### src/hdl/cmcs_pkg.sv
// shared types and constants for the constrained minimum-cost selector
// no dependencies; used by cmcs_ctrl, cmcs_dp and constrained_min_cost_selector
`timescale 1ns / 1ps

package cmcs_pkg;

    localparam int MAX_SLOTS   = 3;
    localparam int SLOT_W      = 2;
    localparam int UNIT_W      = 8;
    localparam int QTY_W       = 16;
    localparam int COST_W      = 31;
    localparam int PROD_W      = 2 * QTY_W;
    localparam int PAIRS_W     = 8;
    localparam int CFG_IDX_W   = 3;
    localparam int CFG_DATA_W  = 16;

    localparam logic [COST_W-1:0]  COST_MAX  = {COST_W{1'b1}};
    localparam logic [PAIRS_W-1:0] PAIRS_MAX = {PAIRS_W{1'b1}};

    typedef logic [CFG_IDX_W-1:0] cfg_idx_t;

    localparam cfg_idx_t CFG_REQUEST_COUNT = 3'd0;
    localparam cfg_idx_t CFG_REQ0_UNIT     = 3'd1;
    localparam cfg_idx_t CFG_REQ0_AMOUNT   = 3'd2;
    localparam cfg_idx_t CFG_REQ1_UNIT     = 3'd3;
    localparam cfg_idx_t CFG_REQ1_AMOUNT   = 3'd4;
    localparam cfg_idx_t CFG_REQ2_UNIT     = 3'd5;
    localparam cfg_idx_t CFG_REQ2_AMOUNT   = 3'd6;

    // element i holds the register index of slot i
    localparam logic [MAX_SLOTS-1:0][CFG_IDX_W-1:0] CFG_UNIT_IDX =
        {CFG_REQ2_UNIT, CFG_REQ1_UNIT, CFG_REQ0_UNIT};
    localparam logic [MAX_SLOTS-1:0][CFG_IDX_W-1:0] CFG_AMOUNT_IDX =
        {CFG_REQ2_AMOUNT, CFG_REQ1_AMOUNT, CFG_REQ0_AMOUNT};

    typedef struct packed {
        logic              func;
        logic [UNIT_W-1:0] offer_unit;
        logic [QTY_W-1:0]  offer_price;
        logic [QTY_W-1:0]  offer_amount;
        logic              last_offer;
    } in_item_t;

    typedef struct packed {
        logic [COST_W-1:0] best_cost;
        logic              resource_qualified;
        logic              new_best;
        logic              found_any;
    } out_item_t;

    // controller to datapath
    typedef struct packed {
        logic              load;
        logic              new_query;
        logic              issue;
        logic              accum;
        logic              eval;
        logic [SLOT_W-1:0] slot;
    } dp_cmd_t;

    // datapath to controller
    typedef struct packed {
        logic [SLOT_W-1:0] n_active;
        logic              in_last;
        logic              out_busy;
    } dp_stat_t;

endpackage

### src/hdl/cmcs_ctrl.sv
// sequencer for the selector: walks the active request slots, drains, evaluates
// depends on cmcs_pkg
`timescale 1ns / 1ps

module cmcs_ctrl (
    input  logic              aclk,
    input  logic              aresetn,
    input  logic              s_valid,
    output logic              s_ready,
    input  logic              s_func,
    input  cmcs_pkg::dp_stat_t stat,
    output cmcs_pkg::dp_cmd_t  cmd
);
    import cmcs_pkg::*;

    typedef enum logic [1:0] {
        ST_IDLE,
        ST_RUN,
        ST_DRAIN,
        ST_EVAL
    } state_t;

    state_t            state_reg, state_next;
    logic [SLOT_W-1:0] slot_reg, slot_next;
    logic              accept;

    // no transfer is taken while reset is held
    assign s_ready = aresetn && (state_reg == ST_IDLE);
    assign accept  = s_valid && s_ready;

    always_comb begin
        state_next = state_reg;
        slot_next  = slot_reg;
        case (state_reg)
            ST_IDLE: begin
                slot_next = '0;
                if (accept && !s_func) begin
                    if (stat.n_active != '0) begin
                        state_next = ST_RUN;
                    end else begin
                        state_next = ST_DRAIN;
                    end
                end
            end
            ST_RUN: begin
                if (slot_reg == stat.n_active - SLOT_W'(1)) begin
                    state_next = ST_DRAIN;
                end else begin
                    slot_next = slot_reg + SLOT_W'(1);
                end
            end
            ST_DRAIN: begin
                state_next = stat.in_last ? ST_EVAL : ST_IDLE;
            end
            ST_EVAL: begin
                // hold until the output register can take the result
                if (!stat.out_busy) begin
                    state_next = ST_IDLE;
                end
            end
            default: begin
                state_next = ST_IDLE;
            end
        endcase
    end

    always_ff @(posedge aclk) begin
        if (!aresetn) begin
            state_reg <= ST_IDLE;
            slot_reg  <= '0;
        end else begin
            state_reg <= state_next;
            slot_reg  <= slot_next;
        end
    end

    always_comb begin
        cmd.load      = accept;
        cmd.new_query = accept && s_func;
        cmd.issue     = (state_reg == ST_RUN);
        // product of the previous slot lands in the cycle after its issue
        cmd.accum     = ((state_reg == ST_RUN) && (slot_reg != '0)) ||
                        ((state_reg == ST_DRAIN) && (stat.n_active != '0));
        cmd.eval      = (state_reg == ST_EVAL) && !stat.out_busy;
        cmd.slot      = slot_reg;
    end

endmodule

### src/hdl/cmcs_dp.sv
// datapath: request registers, shared multiplier, saturating cost, minimum tracking
// depends on cmcs_pkg
`timescale 1ns / 1ps

module cmcs_dp #(
    parameter int REQUEST_SLOTS = cmcs_pkg::MAX_SLOTS
) (
    input  logic                         aclk,
    input  logic                         aresetn,
    input  logic                         cfg_valid,
    input  logic [cmcs_pkg::CFG_IDX_W-1:0]  cfg_index,
    input  logic [cmcs_pkg::CFG_DATA_W-1:0] cfg_data,
    input  cmcs_pkg::in_item_t           s_data,
    input  cmcs_pkg::dp_cmd_t            cmd,
    output cmcs_pkg::dp_stat_t           stat,
    input  logic                         m_ready,
    output logic                         m_valid,
    output cmcs_pkg::out_item_t          m_data
);
    import cmcs_pkg::*;

    logic [SLOT_W-1:0]  request_count_reg;
    logic [UNIT_W-1:0]  req_unit_reg   [REQUEST_SLOTS];
    logic [QTY_W-1:0]   req_amount_reg [REQUEST_SLOTS];

    logic [UNIT_W-1:0]  offer_unit_reg;
    logic [QTY_W-1:0]   offer_price_reg;
    logic [QTY_W-1:0]   offer_amount_reg;
    logic               last_reg;

    logic [PROD_W-1:0]  prod_reg;
    logic               match_reg;
    logic [COST_W-1:0]  cost_reg;
    logic [PAIRS_W-1:0] pairs_reg;
    logic [COST_W-1:0]  min_reg;
    logic               any_reg;

    logic               out_valid_reg;
    out_item_t          out_reg;

    logic [SLOT_W-1:0]  n_active;
    logic [UNIT_W-1:0]  sel_unit;
    logic [QTY_W-1:0]   sel_amount;
    logic               slot_match;
    logic [COST_W+1:0]  cost_sum;
    logic [COST_W-1:0]  cost_acc;
    logic               qualified;
    logic               better;

    always_ff @(posedge aclk) begin
        if (!aresetn) begin
            request_count_reg <= '0;
            for (int i = 0; i < REQUEST_SLOTS; i++) begin
                req_unit_reg[i]   <= '0;
                req_amount_reg[i] <= '0;
            end
        end else if (cfg_valid) begin
            if (cfg_index == CFG_REQUEST_COUNT) begin
                request_count_reg <= cfg_data[SLOT_W-1:0];
            end
            for (int i = 0; i < REQUEST_SLOTS; i++) begin
                if (cfg_index == CFG_UNIT_IDX[i]) begin
                    req_unit_reg[i] <= cfg_data[UNIT_W-1:0];
                end
                if (cfg_index == CFG_AMOUNT_IDX[i]) begin
                    req_amount_reg[i] <= cfg_data;
                end
            end
        end
    end

    assign n_active = (request_count_reg > SLOT_W'(REQUEST_SLOTS)) ?
                      SLOT_W'(REQUEST_SLOTS) : request_count_reg;

    always_comb begin
        sel_unit   = '0;
        sel_amount = '0;
        for (int i = 0; i < REQUEST_SLOTS; i++) begin
            if (cmd.slot == SLOT_W'(i)) begin
                sel_unit   = req_unit_reg[i];
                sel_amount = req_amount_reg[i];
            end
        end
    end

    assign slot_match = (sel_unit == offer_unit_reg) && (sel_amount <= offer_amount_reg);

    assign cost_sum = {2'b00, cost_reg} + {1'b0, prod_reg};
    assign cost_acc = (cost_sum > {2'b00, COST_MAX}) ? COST_MAX : cost_sum[COST_W-1:0];

    assign qualified = (pairs_reg >= {{(PAIRS_W-SLOT_W){1'b0}}, n_active});
    assign better    = qualified && (cost_reg < min_reg);

    // offer capture and multiplier stage
    always_ff @(posedge aclk) begin
        if (cmd.load) begin
            offer_unit_reg   <= s_data.offer_unit;
            offer_price_reg  <= s_data.offer_price;
            offer_amount_reg <= s_data.offer_amount;
            last_reg         <= s_data.last_offer;
        end
        if (cmd.issue) begin
            prod_reg  <= slot_match ? sel_amount * offer_price_reg : '0;
            match_reg <= slot_match;
        end
    end

    always_ff @(posedge aclk) begin
        if (!aresetn) begin
            cost_reg      <= '0;
            pairs_reg     <= '0;
            min_reg       <= COST_MAX;
            any_reg       <= 1'b0;
            out_valid_reg <= 1'b0;
        end else begin
            if (out_valid_reg && m_ready) begin
                out_valid_reg <= 1'b0;
            end
            if (cmd.new_query) begin
                cost_reg  <= '0;
                pairs_reg <= '0;
                min_reg   <= COST_MAX;
                any_reg   <= 1'b0;
            end else if (cmd.accum) begin
                cost_reg <= cost_acc;
                if (match_reg && (pairs_reg != PAIRS_MAX)) begin
                    pairs_reg <= pairs_reg + PAIRS_W'(1);
                end
            end else if (cmd.eval) begin
                if (better) begin
                    min_reg <= cost_reg;
                    any_reg <= 1'b1;
                end
                cost_reg      <= '0;
                pairs_reg     <= '0;
                out_valid_reg <= 1'b1;
            end
        end
    end

    always_ff @(posedge aclk) begin
        if (cmd.eval) begin
            out_reg.best_cost          <= better ? cost_reg : min_reg;
            out_reg.resource_qualified <= qualified;
            out_reg.new_best           <= better;
            out_reg.found_any          <= better || any_reg;
        end
    end

    assign m_valid = out_valid_reg;
    assign m_data  = out_reg;

    always_comb begin
        stat.n_active = n_active;
        stat.in_last  = last_reg;
        stat.out_busy = out_valid_reg && !m_ready;
    end

endmodule

### src/hdl/constrained_min_cost_selector.sv
// top level of the constrained minimum-cost selector
// depends on cmcs_pkg, cmcs_ctrl, cmcs_dp
//
// channel   direction  payload            transfer when
// s_        in         cmcs_pkg::in_item_t   s_valid & s_ready
// m_        out        cmcs_pkg::out_item_t  m_valid & m_ready
// cfg_      in         cfg_index, cfg_data   cfg_valid & cfg_ready
//
// a new-query item clears the running query; an offer is captured, issued to each
// active request slot in turn, drained, and evaluated after the last offer of a resource
// the single multiplier is shared across request slots, one slot per cycle
// the result sits in an output register, so the next offer is taken while it waits;
// only the evaluate cycle holds when the previous result has not been taken
// reset is synchronous on aresetn low; control registers clear, the minimum to all ones
`timescale 1ns / 1ps

module constrained_min_cost_selector #(
    parameter int REQUEST_SLOTS = cmcs_pkg::MAX_SLOTS
) (
    input  logic                            aclk,
    input  logic                            aresetn,
    input  logic                            s_valid,
    output logic                            s_ready,
    input  cmcs_pkg::in_item_t              s_data,
    output logic                            m_valid,
    input  logic                            m_ready,
    output cmcs_pkg::out_item_t             m_data,
    input  logic                            cfg_valid,
    output logic                            cfg_ready,
    input  logic [cmcs_pkg::CFG_IDX_W-1:0]  cfg_index,
    input  logic [cmcs_pkg::CFG_DATA_W-1:0] cfg_data
);
    import cmcs_pkg::*;

    dp_cmd_t  cmd;
    dp_stat_t stat;

    assign cfg_ready = aresetn;

    cmcs_ctrl u_ctrl (
        .aclk    (aclk),
        .aresetn (aresetn),
        .s_valid (s_valid),
        .s_ready (s_ready),
        .s_func  (s_data.func),
        .stat    (stat),
        .cmd     (cmd)
    );

    cmcs_dp #(
        .REQUEST_SLOTS (REQUEST_SLOTS)
    ) u_dp (
        .aclk      (aclk),
        .aresetn   (aresetn),
        .cfg_valid (cfg_valid),
        .cfg_index (cfg_index),
        .cfg_data  (cfg_data),
        .s_data    (s_data),
        .cmd       (cmd),
        .stat      (stat),
        .m_ready   (m_ready),
        .m_valid   (m_valid),
        .m_data    (m_data)
    );

endmodule
### config.mk
export PLATFORM = sky130hd
export DESIGN_NAME = constrained_min_cost_selector
export DESIGN_NICKNAME = d
export VERILOG_FILES = /design/src/hdl/cmcs_pkg.sv /design/src/hdl/cmcs_ctrl.sv /design/src/hdl/cmcs_dp.sv /design/src/hdl/constrained_min_cost_selector.sv
export SDC_FILE = /design/constraint.sdc
export NUM_CORES = 1
export LEC_CHECK = 0
export BUFFER_PORTS_ARGS = -buffer_cell sky130_fd_sc_hd__buf_2
export CORE_MARGIN = 2
export CORE_UTILIZATION = 50
export DETAILED_ROUTE_END_ITERATION = 10
export HOLD_SLACK_MARGIN = 0.02
export PLACE_DENSITY = 0.73
export SYNTH_ARGS = -nofsm -noshare
export SYNTH_HDL_FRONTEND = slang
export SYNTH_SLANG_ARGS = --single-unit
### constraint.sdc
create_clock -name aclk -period 15.3 [get_ports aclk]
set_input_delay 3.06 -clock aclk [delete_from_list [all_inputs] [get_ports aclk]]
set_output_delay 3.06 -clock aclk [all_outputs]
set_load 0.02 [all_outputs]
; After elaboration in Yosys (flattened, before gate mapping)
; Memories as Yosys holds them, arrays and structs flattened.
; Index checks and enable logic that the tools add are counted.
[classes]
n_addsub = 4
n_mul = 1
magnitude_cmp = 5
eq_ne = 19
n_mux = 57
bitwise = 8
n_reduce_logical = 31
[ops]
columns = op, n
row1 = $mux W31, 4
row2 = $mux W16, 6
row3 = $mux W8, 9
row4 = $add A31 B32 Y33, 1
row5 = $gt A33 B31 Y1 const B, 1
row6 = $mul A16 B16 Y32, 1
row7 = $lt A31 B31 Y1, 1
row8 = $mux W1, 29
row9 = $le A16 B16 Y1, 1
row10 = $mux W2, 7
row11 = $logic_and A1 B1 Y1, 12
row12 = $eq A3 B3 Y1 const B, 3
row13 = $add A8 B1 Y8 const B, 1
row14 = $eq A8 B8 Y1, 1
row15 = $ge A8 B2 Y1, 1
row16 = $ne A8 B8 Y1 const B, 1
row17 = $pmux W2 S4, 1
row18 = $reduce_and A2 Y1, 4
row19 = $reduce_bool A2 Y1, 4
row20 = $eq A2 B2 Y1 const B, 3
row21 = $eq A3 B2 Y1 const B, 2
row22 = $ne A2 B2 Y1 const B, 3
row23 = $or A1 B1 Y1, 6
row24 = $reduce_and A3 Y1, 2
row25 = 14 further kinds, 21
[totals]
ff_bits = 186
mem_bits_rw = 72
input_bits = 66
output_inout_bits = 37
word_cells = 145
n_memories = 2
[mem_list]
columns = name, depth, width, rd, rd_ports_with_merged_regs, write_ports, line_no
row1 = u_dp.req_amount_reg, 3, 16, 3, 0, 3, cmcs_dp.sv:24  ; logic [QTY_W-1:0] req_amount_reg [REQUEST_SLOTS];
row2 = u_dp.req_unit_reg, 3, 8, 3, 0, 3, cmcs_dp.sv:23  ; logic [UNIT_W-1:0] req_unit_reg [REQUEST_SLOTS];

; Depth between registers and ports, before layout
; Gate-level depths: netlist (run 1).
[logic_depth]
ltp_word = 7
depth_mapped = 32
ltp_nobuf = 29

; Cells and area by module
; From an unflattened synthesis (run 1), not the netlist that was laid out.
[unflattened]
cells_unflattened = 2115
hier_area_um2 = 21037.7
[by_module_without_submodules]
columns = mod, n_inst, cells_per_inst, area_each_um2, seq_area_each_um2
row1 = cmcs_dp, 1, 2075, 20687.3, 6886.6
row2 = cmcs_ctrl, 1, 39, 342.8, 80.1
row3 = constrained_min_cost_selector, 1, 1, 7.5, 0.0

; Worst setup path after synthesis (run 1)
; No wires, ideal clock.
[synth_path]
path_kind = register to register
startpoint = register u_ctrl.slot_reg[0]
endpoint = register u_dp.prod_reg[31] (data pin)
arrival_time_ns = 7.001
path_slack_ns = 8.042
path_stages_with_launch = 29
period_less_slack_ns = 7.258
path_cell_list = dfxtp_1 inv_1 ha_1 clkbuf_1 clkbuf_1 buf_1 nand2_1 o21ai_1 clkbuf_1 nand2_1 fa_1 inv_1 fa_1 fa_1 fa_1 fa_1 inv_1 fa_1 inv_1 ha_1 and3_1 and3_1 a32oi_1 o211ai_1 nand3_1 o31ai_1 o41ai_1 xnor2_1 nor2_1
[synth_via]
elab_chain_len = 6
word_cells_on_any_way = 13
classes_between = mul (1) / order compare (1) / eq/ne (3) / mux (6) / reduce/logical (2)
[synth_lines]
columns = element, line_no
row1 = "start, declared", cmcs_ctrl.sv:24  ; logic [SLOT_W-1:0] slot_reg, slot_next;
row2 = "start signal, assigned", cmcs_ctrl.sv:73  ; slot_reg <= slot_next;
row3 = branches (longest 6 deep; another with $mul A16 B16 Y32), -
row4 = "end signal, assigned", cmcs_dp.sv:103  ; prod_reg <= slot_match ? sel_amount * offer_price_reg : '0;
row5 = "end, declared", cmcs_dp.sv:31  ; logic [PROD_W-1:0] prod_reg;
; Several ways; the timed one is not identified.
; A chain may end at the register's enable or synchronous reset.

; Final worst setup path (run 1)
; Ends and elaborated chain as after synthesis.

==> metrics.yaml, run 1 <==
gp_congestion: 0.929
tns_ps: 0
met3_length_mm: 2.94
rsz0062_at_grt: "no"
timing_hold_violations_final: 0
crit_fanout: 17
synth_top_cells_by_area: "edfxtp_1 (25%), fa_1 (18%), ha_1 (11%), dfxtp_1 (7.3%), inv_1 (5.4%)"
post_cts_resized: 0
r2r_start: "u_ctrl.slot_reg[0]$_SDFFE_PN0P_"
vias_per_cell: 5.46
num_rows: 75
nets: 2632
finalCritPeriodShare: 0.526
hold_start: "u_dp.any_reg$_SDFFE_PP0P_"
grt_pass1_vias: 15500
cp-start-kind: "register"
grt_overflow: 0
post_cts_buffers: 0
h-tree-depth: 1
leakage_nw: 10.6
cpMostUsedCell: "fa_1"
dr.pass1.iters: 7
ys_async_sr_fraction: 0
hpwlAfterDp_mm: 34.2
crit_path_end_kind: "register"
final-setup-viol-count: 0
cts_tree: "built"
grtUsageTotal: 0.213
status: "complete, no violations"
ioPinCount: 103
yosys_warnings: 0
highest_layer: "met4"
synthCells: 2109
wl_per_cell_um: 16.8
p_per_area_mw_per_mm2: 195
hold_buffers: 0
crit_type: "reg -> reg"
worst_hold_path_type: "reg -> reg"
synth_edf_count: 180
cts_buffers: 29
critPathRequiredTime_ps: 15630
diodes: 0
largest_register_ffs: 48
grt_first_pass_wirelength_mm: 76.8
crit_family: "adder cells"
syn_area_mm2: 0.0214
drive_gt1_frac: 0.118
dp.cells: 2691
irDropWorstVdd_mv: 0.233
arrival_ps: 8370
ys.flop_type: "edfxtp_1"
clkSlewWorstSetupHoldPaths_ps: 60
antenna_found_initial: 0
cpMaxStageDelayCell: "nor2b_1"
slew_headroom: 0.127
max_freq_mhz: 124
startpoint: "u_ctrl.slot_reg[0]$_SDFFE_PN0P_"
worst_pin_slew_ps: 1300
coreArea_mm2: 0.0420
wl_met2_mm: 21.8
io_buffer_count: 102
die_h_um: 211
slowest_delay_ps: 680
synth_nets: 2558
fillers: 3598
grt_max_degree: 98
instances_no_fill: 2743
drc: 0
drt-met1-wl_mm: 19.9
ant_nets: 0
synth_area_leader_cell: "edfxtp_1"
areaGrowthSynthToFinish_pct: 9.39
die_w_um: 211
die_area_mm2: 0.0444
ys_seq_area_frac: 0.326
wirelength_mm: 46.1
clk_latency_ps: 590
route.vias.total: 15000
cts_root_buffer: "clkbuf_16"
synth_cell_type_count: 68
fin_crit_ps: 8050
path_buf_inv: 5
drv_slew: 0
syn_avg_cell_area_um2: 10.1
synth_top_cell_area_share: 0.253
drv_cap: 0
clock_sinks: 258
fin_util: 0.556
clockBufferDepth: 3
start_util: 0.508
drtIter0Drc: 1006
clock_skew_ps: 13.4
synth.ff_latch_count: 258
## final cells by class
| cell class | instances | area, µm² | share of cell area |
|---|---|---|---|
| multi-input combinational | 1452 | 12900 | 0.551 |
| sequential | 258 | 6970 | 0.298 |
| inverter | 309 | 1160 | 0.0496 |
| clock buffer | 39 | 803 | 0.0344 |
| timing repair buffer | 133 | 743 | 0.0318 |
| tap | 539 | 674 | 0.0289 |
| clock inverter | 13 | 146 | 0.00626 |
## metrics by stage
stage / power [mW] / area, µm² / hold WS, ps / worst slack (ps)
after global routing: 5.02 / 23400 / 489 / 6680
after CTS: 4.54 / 23400 / 464 / 7280
final: 4.55 / 23400 / 458 / 7250
after global placement: 3.72 / 22400 / 440 / 7600
after detailed placement: 3.81 / 22400 / 449 / 7340
after floorplan: 3.17 / 21400 / 428 / 8040
## cells in the final DEF, fill, tap and decap left out, drive strengths merged, types with 6 or more instances in the layout
| cell | netlist | final |
|---|---|---|
| ha | 188 | 188 |
| dfxtp | 78 | 78 |
| nand3 | 16 | 16 |
| edfxtp | 180 | 180 |
| and3 | 12 | 12 |
| nor2b | 15 | 15 |
| o21bai | 8 | 8 |
| inv | 309 | 313 |
| nand4 | 16 | 16 |
| nand2b | 15 | 15 |
| clkbuf | 67 | 39 |
| nor3 | 11 | 11 |
| and2 | 152 | 152 |
| xor2 | 37 | 37 |
| a21o | 36 | 36 |
| nor2 | 92 | 92 |
| a221oi | 33 | 33 |
| buf | 23 | 133 |
| a211oi | 14 | 14 |
| a22oi | 9 | 9 |
| mux2 | 31 | 31 |
| fa | 195 | 195 |
| nand2 | 251 | 251 |
| xnor2 | 36 | 36 |
| o21a | 9 | 9 |
| a21oi | 109 | 109 |
| a21boi | 6 | 6 |
| o211ai | 7 | 7 |
| a311o | 33 | 33 |
| o21ai | 70 | 70 |
| o221ai | 6 | 6 |
## cells in the mapped netlist, types with 16 or more instances
cell type / count
and2_1: 152
o21ai_0: 49
a311o_1: 33
nand3_1: 16
nor2_1: 92
fa_1: 195
xor2_1: 37
o21ai_1: 19
a21oi_1: 108
edfxtp_1: 180
a221oi_2: 31
inv_1: 307
nand2_1: 250
clkbuf_1: 67
xnor2_1: 36
a21o_1: 36
ha_1: 188
dfxtp_1: 78
mux2_2: 31
nand4_1: 16
## routing by layer
metal | vias to the layer above | global-route usage
met3 | 97 | 0.0388
met2 | 460 | 0.363
met1 | 7211 | 0.278
li1 | 7201 | -
met5 | - | 0
met4 | 0 | 0.0665
## final timing paths
kind | endpoint | slack [ps] | cells past startpoint
worst max register to register | u_dp.prod_reg[31]$_SDFFCE_PN0P_ | 7250 | 26
worst min-delay path | u_dp.any_reg$_SDFFE_PP0P_ | 460 | 2
worst max-delay path | u_dp.prod_reg[31]$_SDFFCE_PN0P_ | 7250 | 26
worst min register to register | u_dp.any_reg$_SDFFE_PP0P_ | 460 | 2
## power breakdown
part	switching, mW	total (mW)	internal [mW]
logic	1.78	3.07	1.29
registers	0.0198	0.792	0.772
clock network	0.285	0.689	0.404
## cell families after synthesis
logic type	count (synthesis)	synth area share
fa+ha+maj	383	0.293
flops	258	0.326
buf+inv	399	0.0721
compound gates	362	0.125
mux	35	0.0188
simple gates	599	0.135
xor+xnor	73	0.0299
## worst reg2reg max path, delay by kind of cell (launching register included)
| kind | cells | cell delay (ps) |
|---|---|---|
| compound gates | 8 | 1590 |
| xor+xnor | 1 | 160 |
| fa+ha+maj | 8 | 4160 |
| buf+inv | 5 | 520 |
| flops | 1 | 350 |
| simple gates | 4 | 1020 |
Note: power is estimated with default switching activity, not from simulation.
==> run 2: changes to the inputs <==
--- a/config.mk
+++ b/config.mk
@@ -5,12 +5,13 @@
 export SDC_FILE = /design/constraint.sdc
 export NUM_CORES = 1
 export LEC_CHECK = 0
+export ABC_AREA = 1
 export BUFFER_PORTS_ARGS = -buffer_cell sky130_fd_sc_hd__buf_2
 export CORE_MARGIN = 2
 export CORE_UTILIZATION = 50
 export DETAILED_ROUTE_END_ITERATION = 10
 export HOLD_SLACK_MARGIN = 0.02
-export PLACE_DENSITY = 0.73
+export PLACE_DENSITY = 0.76
 export SYNTH_ARGS = -nofsm -noshare
 export SYNTH_HDL_FRONTEND = slang
 export SYNTH_SLANG_ARGS = --single-unit
==> constraint.sdc (replaced) <==
create_clock -name aclk -period 7.3 [get_ports aclk]
set_input_delay 1.46 -clock aclk [delete_from_list [all_inputs] [get_ports aclk]]
set_output_delay 1.46 -clock aclk [all_outputs]
set_load 0.02 [all_outputs]
==> metrics.yaml, run 2 <==
status: "complete, no violations"
crit_fanout: 14  # -3
cts_buffers: 30  # +3.4%
die_area_mm2: 0.0458  # +3.1%
irDropWorstVdd_mv: 0.576  # +150%
largest_register_ffs: 48  # unchanged
power_mw: 10.6  # +130%
dr.pass1.iters: 6  # -1
final-setup-viol-count: 0  # unchanged
reg2reg_depth: 27  # +3.8%
drv_slew: 0  # unchanged
critPathRequiredTime_ps: 7630  # -8000 ps
r2r_slack_ps: 380  # -6870 ps
holdWs_ps: 465  # +7.31 ps
diodes: 0  # unchanged
wirelength_mm: 54.9  # +19%
max_freq_mhz: 144  # +16%
synth.ff_latch_count: 258  # unchanged
die_w_um: 214  # +1.5%
synth_top_cell_area_share: 0.245  # -0.00774
fin_crit_ps: 6920  # -1130 ps
r2r_start: "u_ctrl.slot_reg[1]$_SDFFE_PN0P_"
worst_pin_slew_ps: 1250  # -46.3 ps
fin_util: 0.563  # +0.00686
ant_nets: 0  # unchanged
clkSlewWorstSetupHoldPaths_ps: 60  # about the same
nets: 3202  # +22%
grtUsageTotal: 0.240  # +0.0269
gp_congestion: 1.01  # +8.8%
timing_hold_violations_final: 0  # unchanged
drc: 0  # unchanged
drive_gt1_frac: 0.0907  # -0.0272
final_cell_mix: "nand2_1 (594), inv_1 (496), nor2_1 (268)"
h-tree-depth: 1  # unchanged
synth_cell_type_count: 49  # -28%
yosysMostFrequentCell: "nand2_1"
ys.flop_type: "edfxtp_1"
num_rows: 76  # +1.3%
drv_cap: 0  # unchanged
synth_area_leader_cell: "edfxtp_1"
areaGrowthSynthToFinish_pct: 10.5
worst_hold_path_type: "reg -> reg"
cp-endpoint: "u_dp.prod_reg[17]$_SDFFCE_PN0P_"
drtIter0Drc: 1297  # +29%
grt_pass1_vias: 17900  # +16%
cts_root_buffer: "clkbuf_16"
leakage_nw: 12.0  # +13%
synthCells: 2649  # +26%
fin_ws_ps: 379  # -6870 ps
clock_skew_ps: 11.1  # -2.27 ps
synth_nets: 3098  # +21%
clk_latency_ps: 590  # about the same
io_buffer_count: 102  # unchanged
p_per_area_mw_per_mm2: 434  # +120%
die_h_um: 214  # +1.5%
yosys_warnings: 0  # unchanged
hold_buffers: 0  # unchanged
clock_sinks: 258  # unchanged
wl_per_cell_um: 16.3  # -2.9%
syn_avg_cell_area_um2: 8.32  # -18%
synth_top_cells_by_area: "edfxtp_1 (25%), fa_1 (18%), ha_1 (11%), nand2_1 (10%), inv_1 (8.5%)"
route.vias.total: 17600  # +18%
coreArea_mm2: 0.0433  # +2.9%
r2r_end: "u_dp.prod_reg[17]$_SDFFCE_PN0P_"
tns_ps: 0  # unchanged
synthTopCellsByCount: "nand2_1 (594), inv_1 (500), nor2_1 (269), fa_1 (195), ha_1 (188)"
cp-start-kind: "register"
startpoint: "u_ctrl.slot_reg[1]$_SDFFE_PN0P_"
arrival_ps: 7250  # -1120 ps
cts_tree: "built"
slew_headroom: 0.166  # +0.0391
crit_type: "reg -> reg"
hpwlAfterDp_mm: 43.9  # +28%
crit_path_end_kind: "register"
grt_overflow: 0  # unchanged
finalCritPeriodShare: 0.948  # +0.422
ys_seq_area_frac: 0.316  # -0.00998
final_common_cell: "nand2_1"
clockBufferDepth: 3  # unchanged
grt_max_degree: 44  # -55%
ys_async_sr_fraction: 0  # unchanged
place_ws_ps: -69.6  # -7410 ps
antenna_found_initial: 0  # unchanged
rsz0062_at_grt: "no"
fillers: 3844  # +6.8%
hold_start: "u_dp.any_reg$_SDFFE_PP0P_"
syn_area_mm2: 0.0220  # +3.2%
grt_first_pass_wirelength_mm: 89.8  # +17%
synth_edf_count: 180  # unchanged
vias_per_cell: 5.24  # -3.9%
start_util: 0.509  # +0.00118
ioPinCount: 103  # unchanged
-- run 2: power by group --
group	leakage (nW)	switching [mW]	total [mW]	internal, mW
clock	0.511	0.614	1.57	0.957
combinational	9.25	4.77	7.35	2.58
sequential	2.26	0.0361	1.65	1.62
-- run 2: cell families after synthesis --
kind of cell | after synthesis | synth area share
compound gates | 291 | 0.0723
simple gates | 1080 | 0.204
flops | 258 | 0.316
fa+ha+maj | 383 | 0.284
buf+inv | 585 | 0.103
xor+xnor | 52 | 0.0207
-- run 2: final cells by class --
type                            instances  area, µm²  share of cell area
Multi-Input combinational cell       1806      12800               0.526
Sequential cell                       258       6970               0.286
Inverter                              515       1940              0.0798
Timing Repair Buffer                  142        836              0.0343
Clock buffer                           37        798              0.0328
Tap cell                              585        732              0.0301
Clock inverter                         19        255              0.0105
-- run 2: repair_timing --
action	4_1_cts	5_1_grt
resized for setup	1	11
endpoints found under the setup margin	6	18
setup buffers	0	4
-- run 2: worst max-delay path, stage by stage, from the launching register on --
cell	delay (ps)
dfxtp_1	420
inv_1	90
ha_1	250
buf_4	220
a21oi_1	130
nand2_1	70
o21ai_2	200
clkinv_1	430
nand2_1	190
fa_1	450
fa_1	430
fa_1	550
inv_1	50
fa_1	460
fa_1	550
inv_1	60
fa_1	540
inv_1	50
ha_1	350
nand2_1	170
inv_1	60
nand2_1	60
nand2_1	60
a21oi_1	330
o21ai_0	160
xor2_1	160
inv_1	100
nor2_4	40
-- run 2: worst min-delay path by stage --
| stage | endpoint | cells after the start | slack (ps) |
|---|---|---|---|
| finish | u_dp.any_reg$_SDFFE_PP0P_ | 2 | 470 |
| global route | u_dp.min_reg[30]$_SDFFE_PP1P_ | 2 | 510 |
| CTS | u_dp.any_reg$_SDFFE_PP0P_ | 2 | 460 |
| detailed placement | u_dp.any_reg$_SDFFE_PP0P_ | 2 | 460 |
| global placement | u_dp.any_reg$_SDFFE_PP0P_ | 2 | 440 |
| floorplan | u_dp.any_reg$_SDFFE_PP0P_ | 2 | 440 |
-- run 2: layer usage --
metal	vias to the layer above	part of all wire	wire, µm	track usage
met5	-	0	0	0
met4	0	0.046	2550	0.101
met3	162	0.061	3320	0.0314
met2	613	0.48	26200	0.411
met1	8306	0.42	22800	0.307
li1	8543	-	-	-
-- run 2: per-stage QoR --
stage               instances  cell area [µm²]
floorplan                2649            22000
finish                   3362            24400
detailed placement       3302            23200
global placement         3302            23200
global route             3362            24400
CTS                      3358            24300
==> run 3: changes to the inputs <==
--- a/config.mk
+++ b/config.mk
@@ -5,7 +5,6 @@
 export SDC_FILE = /design/constraint.sdc
 export NUM_CORES = 1
 export LEC_CHECK = 0
-export ABC_AREA = 1
 export BUFFER_PORTS_ARGS = -buffer_cell sky130_fd_sc_hd__buf_2
 export CORE_MARGIN = 2
 export CORE_UTILIZATION = 50
==> constraint.sdc (replaced) <==
create_clock -name aclk -period 5.6 [get_ports aclk]
set_input_delay 1.12 -clock aclk [delete_from_list [all_inputs] [get_ports aclk]]
set_output_delay 1.12 -clock aclk [all_outputs]
set_load 0.02 [all_outputs]
==> metrics.yaml, run 3 (synthesis gave the netlist of run 1 again) <==
grtUsageTotal: 0.241  # +0.000875
p_clk_frac: 0.111  # -0.038
io_buffer_count: 102  # unchanged
critPathRequiredTime_ps: 5910  # -1720 ps
coreArea_mm2: 0.0420  # -2.8%
die_area_mm2: 0.0444  # -3.0%
fin_crit_ps: 6770  # -148 ps
crit_path_end_kind: "register"
final_common_cell: "inv_1"
die_h_um: 211  # -1.5%
switching_share: 0.427  # -0.0860
finalCritPeriodShare: 1.21  # +0.261
die_w_um: 211  # -1.5%
intPower_mw: 9.57  # +86%
status: "complete, but fails checks"
drt-met1-wl_mm: 22.5  # -1.6%
cts_tree: "built"
cts_root_buffer: "clkbuf_16"
start_util: 0.508  # -0.00118
drc: 0  # unchanged
clock_sinks: 258  # unchanged
fillers: 3184  # -17%
holdWs_ps: 470  # +4.62 ps
cpMostUsedCell: "fa_1"
fin_ws_ps: -1170  # -1550 ps
cts_buffers: 29  # -3.3%
ioPinCount: 103  # unchanged
num_rows: 75  # -1.3%
final-setup-viol-count: 23  # +23
worst_pin_slew_ps: 1330  # +81.5 ps
drive_gt1_frac: 0.279  # +0.189
route.vias.total: 16400  # -6.8%
clkSlewWorstSetupHoldPaths_ps: 60  # about the same
crit_type: "reg -> reg"
timing_hold_violations_final: 0  # unchanged
ant_nets: 0  # unchanged
clockBufferDepth: 3  # unchanged
max_freq_mhz: 148  # +2.2%
irDropWorstVdd_mv: 0.997  # +73%
leakage_nw: 11.9  # -0.56%
areaGrowthSynthToFinish_pct: 23.2
gp_congestion: 0.911  # -9.9%
drv_slew: 0  # unchanged
nets: 2846  # -11%
p_sw_mw: 7.12  # +31%
clk_latency_ps: 570  # -20 ps
grt_pass1_vias: 17200  # -4.1%
grt_first_pass_wirelength_mm: 86.2  # -4.0%
largest_register_ffs: 48  # unchanged
dp.cells: 2844  # -14%
seqPwrFrac: 0.129  # -0.027
diodes: 0  # unchanged
wl_met2_mm: 26.7  # +2.0%
drtIter0Drc: 1431  # +10%
grt_overflow: 0  # unchanged
clock_skew_ps: 11.0  # -0.106 ps
highest_layer: "met4"
grt_max_degree: 57  # +30%
comb_power_share: 0.760  # +0.065
fin_util: 0.626  # +0.0633
cp-start-kind: "register"
wl_per_cell_um: 18.4  # +13%
hold_buffers: 0  # unchanged
tns_ps: -19590  # -19590 ps
wirelength_mm: 54.4  # -0.87%
violations: "negative setup slack"
worst_hold_path_type: "reg -> reg"
slew_headroom: 0.103  # -0.0628
rsz0062_at_grt: "yes"
slowest_delay_ps: 550  # about the same
vias_per_cell: 5.55  # +5.9%
crit_fanout: 8  # -6
arrival_ps: 7080  # -170 ps
hpwlAfterDp_mm: 38.7  # -12%
p_per_area_mw_per_mm2: 634  # +46%
h-tree-depth: 1  # unchanged
drv_cap: 0  # unchanged
cpMaxStageDelayCell: "fa_1"
dr.pass1.iters: 6  # unchanged
instances_no_fill: 2959  # -12%
met3_length_mm: 3.07  # -7.6%
final_cell_mix: "inv_1 (280), nand2_1 (213), buf_4 (201)"
antenna_found_initial: 0  # unchanged
-- run 3: changes by cell type in the layout (fill, tap and decap cells not counted), moves of 29 or more --
cell	before	now
o21ai_0	88	36
nand3_1	139	14
buf_4	38	201
a221oi_2	0	31
inv_1	496	280
a21oi_1	152	81
a311o_1	0	33
a21o_1	7	36
nand2_1	594	213
mux2_2	0	31
nor2_1	268	76
and2_1	1	141
-- run 3: power groups by stage --
stage               sequential, mW  clock, mW  combinational (mW)
floorplan                     2.17          0                7.75
global placement              2.18          0                10.9
detailed placement            2.19          0                11.3
global route                  2.16       1.95                14.2
finish                        2.15       1.85                12.7
CTS                           2.15       1.89                12.0
-- run 3: final cells by class --
cell class	count	area [µm²]	share of cell area
Clock inverter	21	171	0.00651
Tap cell	539	674	0.0256
Inverter	309	1160	0.0443
Multi-Input combinational cell	1456	14000	0.532
Sequential cell	258	6970	0.265
Clock buffer	33	761	0.0289
Timing Repair Buffer	343	2560	0.0974
-- run 3: worst max-delay path: cells and delay by family, from the launching register on --
family | cells | cell delay [ps]
fa+ha+maj | 8 | 3500
buf+inv | 6 | 550
simple gates | 8 | 890
compound gates | 5 | 1010
xor+xnor | 1 | 160
flops | 1 | 380
-- run 3: worst paths after layout --
check / to / slack, ps / startpoint / depth (start not counted)
setup / recovery: u_dp.prod_reg[31]$_SDFFCE_PN0P_ / -1170 / u_ctrl.slot_reg[0]$_SDFFE_PN0P_ / 28
hold / removal: u_dp.any_reg$_SDFFE_PP0P_ / 470 / u_dp.any_reg$_SDFFE_PP0P_ / 2
setup reg to reg: u_dp.prod_reg[31]$_SDFFCE_PN0P_ / -1170 / u_ctrl.slot_reg[0]$_SDFFE_PN0P_ / 28
hold reg to reg: u_dp.any_reg$_SDFFE_PP0P_ / 470 / u_dp.any_reg$_SDFFE_PP0P_ / 2
-- run 3: routing by layer --
layer | up-vias | global-route usage
met5 | - | 0
met4 | 0 | 0.0996
met3 | 163 | 0.0333
met2 | 611 | 0.418
met1 | 8005 | 0.305
li1 | 7646 | -
-- run 3: repair_timing --
item | 4_1_cts | 5_1_grt
setup buffers | 42 | 14
pin swaps | 57 | 32
gates cloned | 6 | 0
endpoints found under the setup margin | 23 | 24
resized for setup | 72 | 81
-- run 3: through the flow --
stage / power, mW / setup WS, ps / instance area [µm²]
after detailed placement: 13.5 / -1220 / 24300
after global routing: 18.3 / -1410 / 26300
after CTS: 16.0 / -998 / 25900
after floorplan: 9.92 / -771 / 22400
final: 16.7 / -1170 / 26300
after global placement: 13.1 / -1080 / 24300
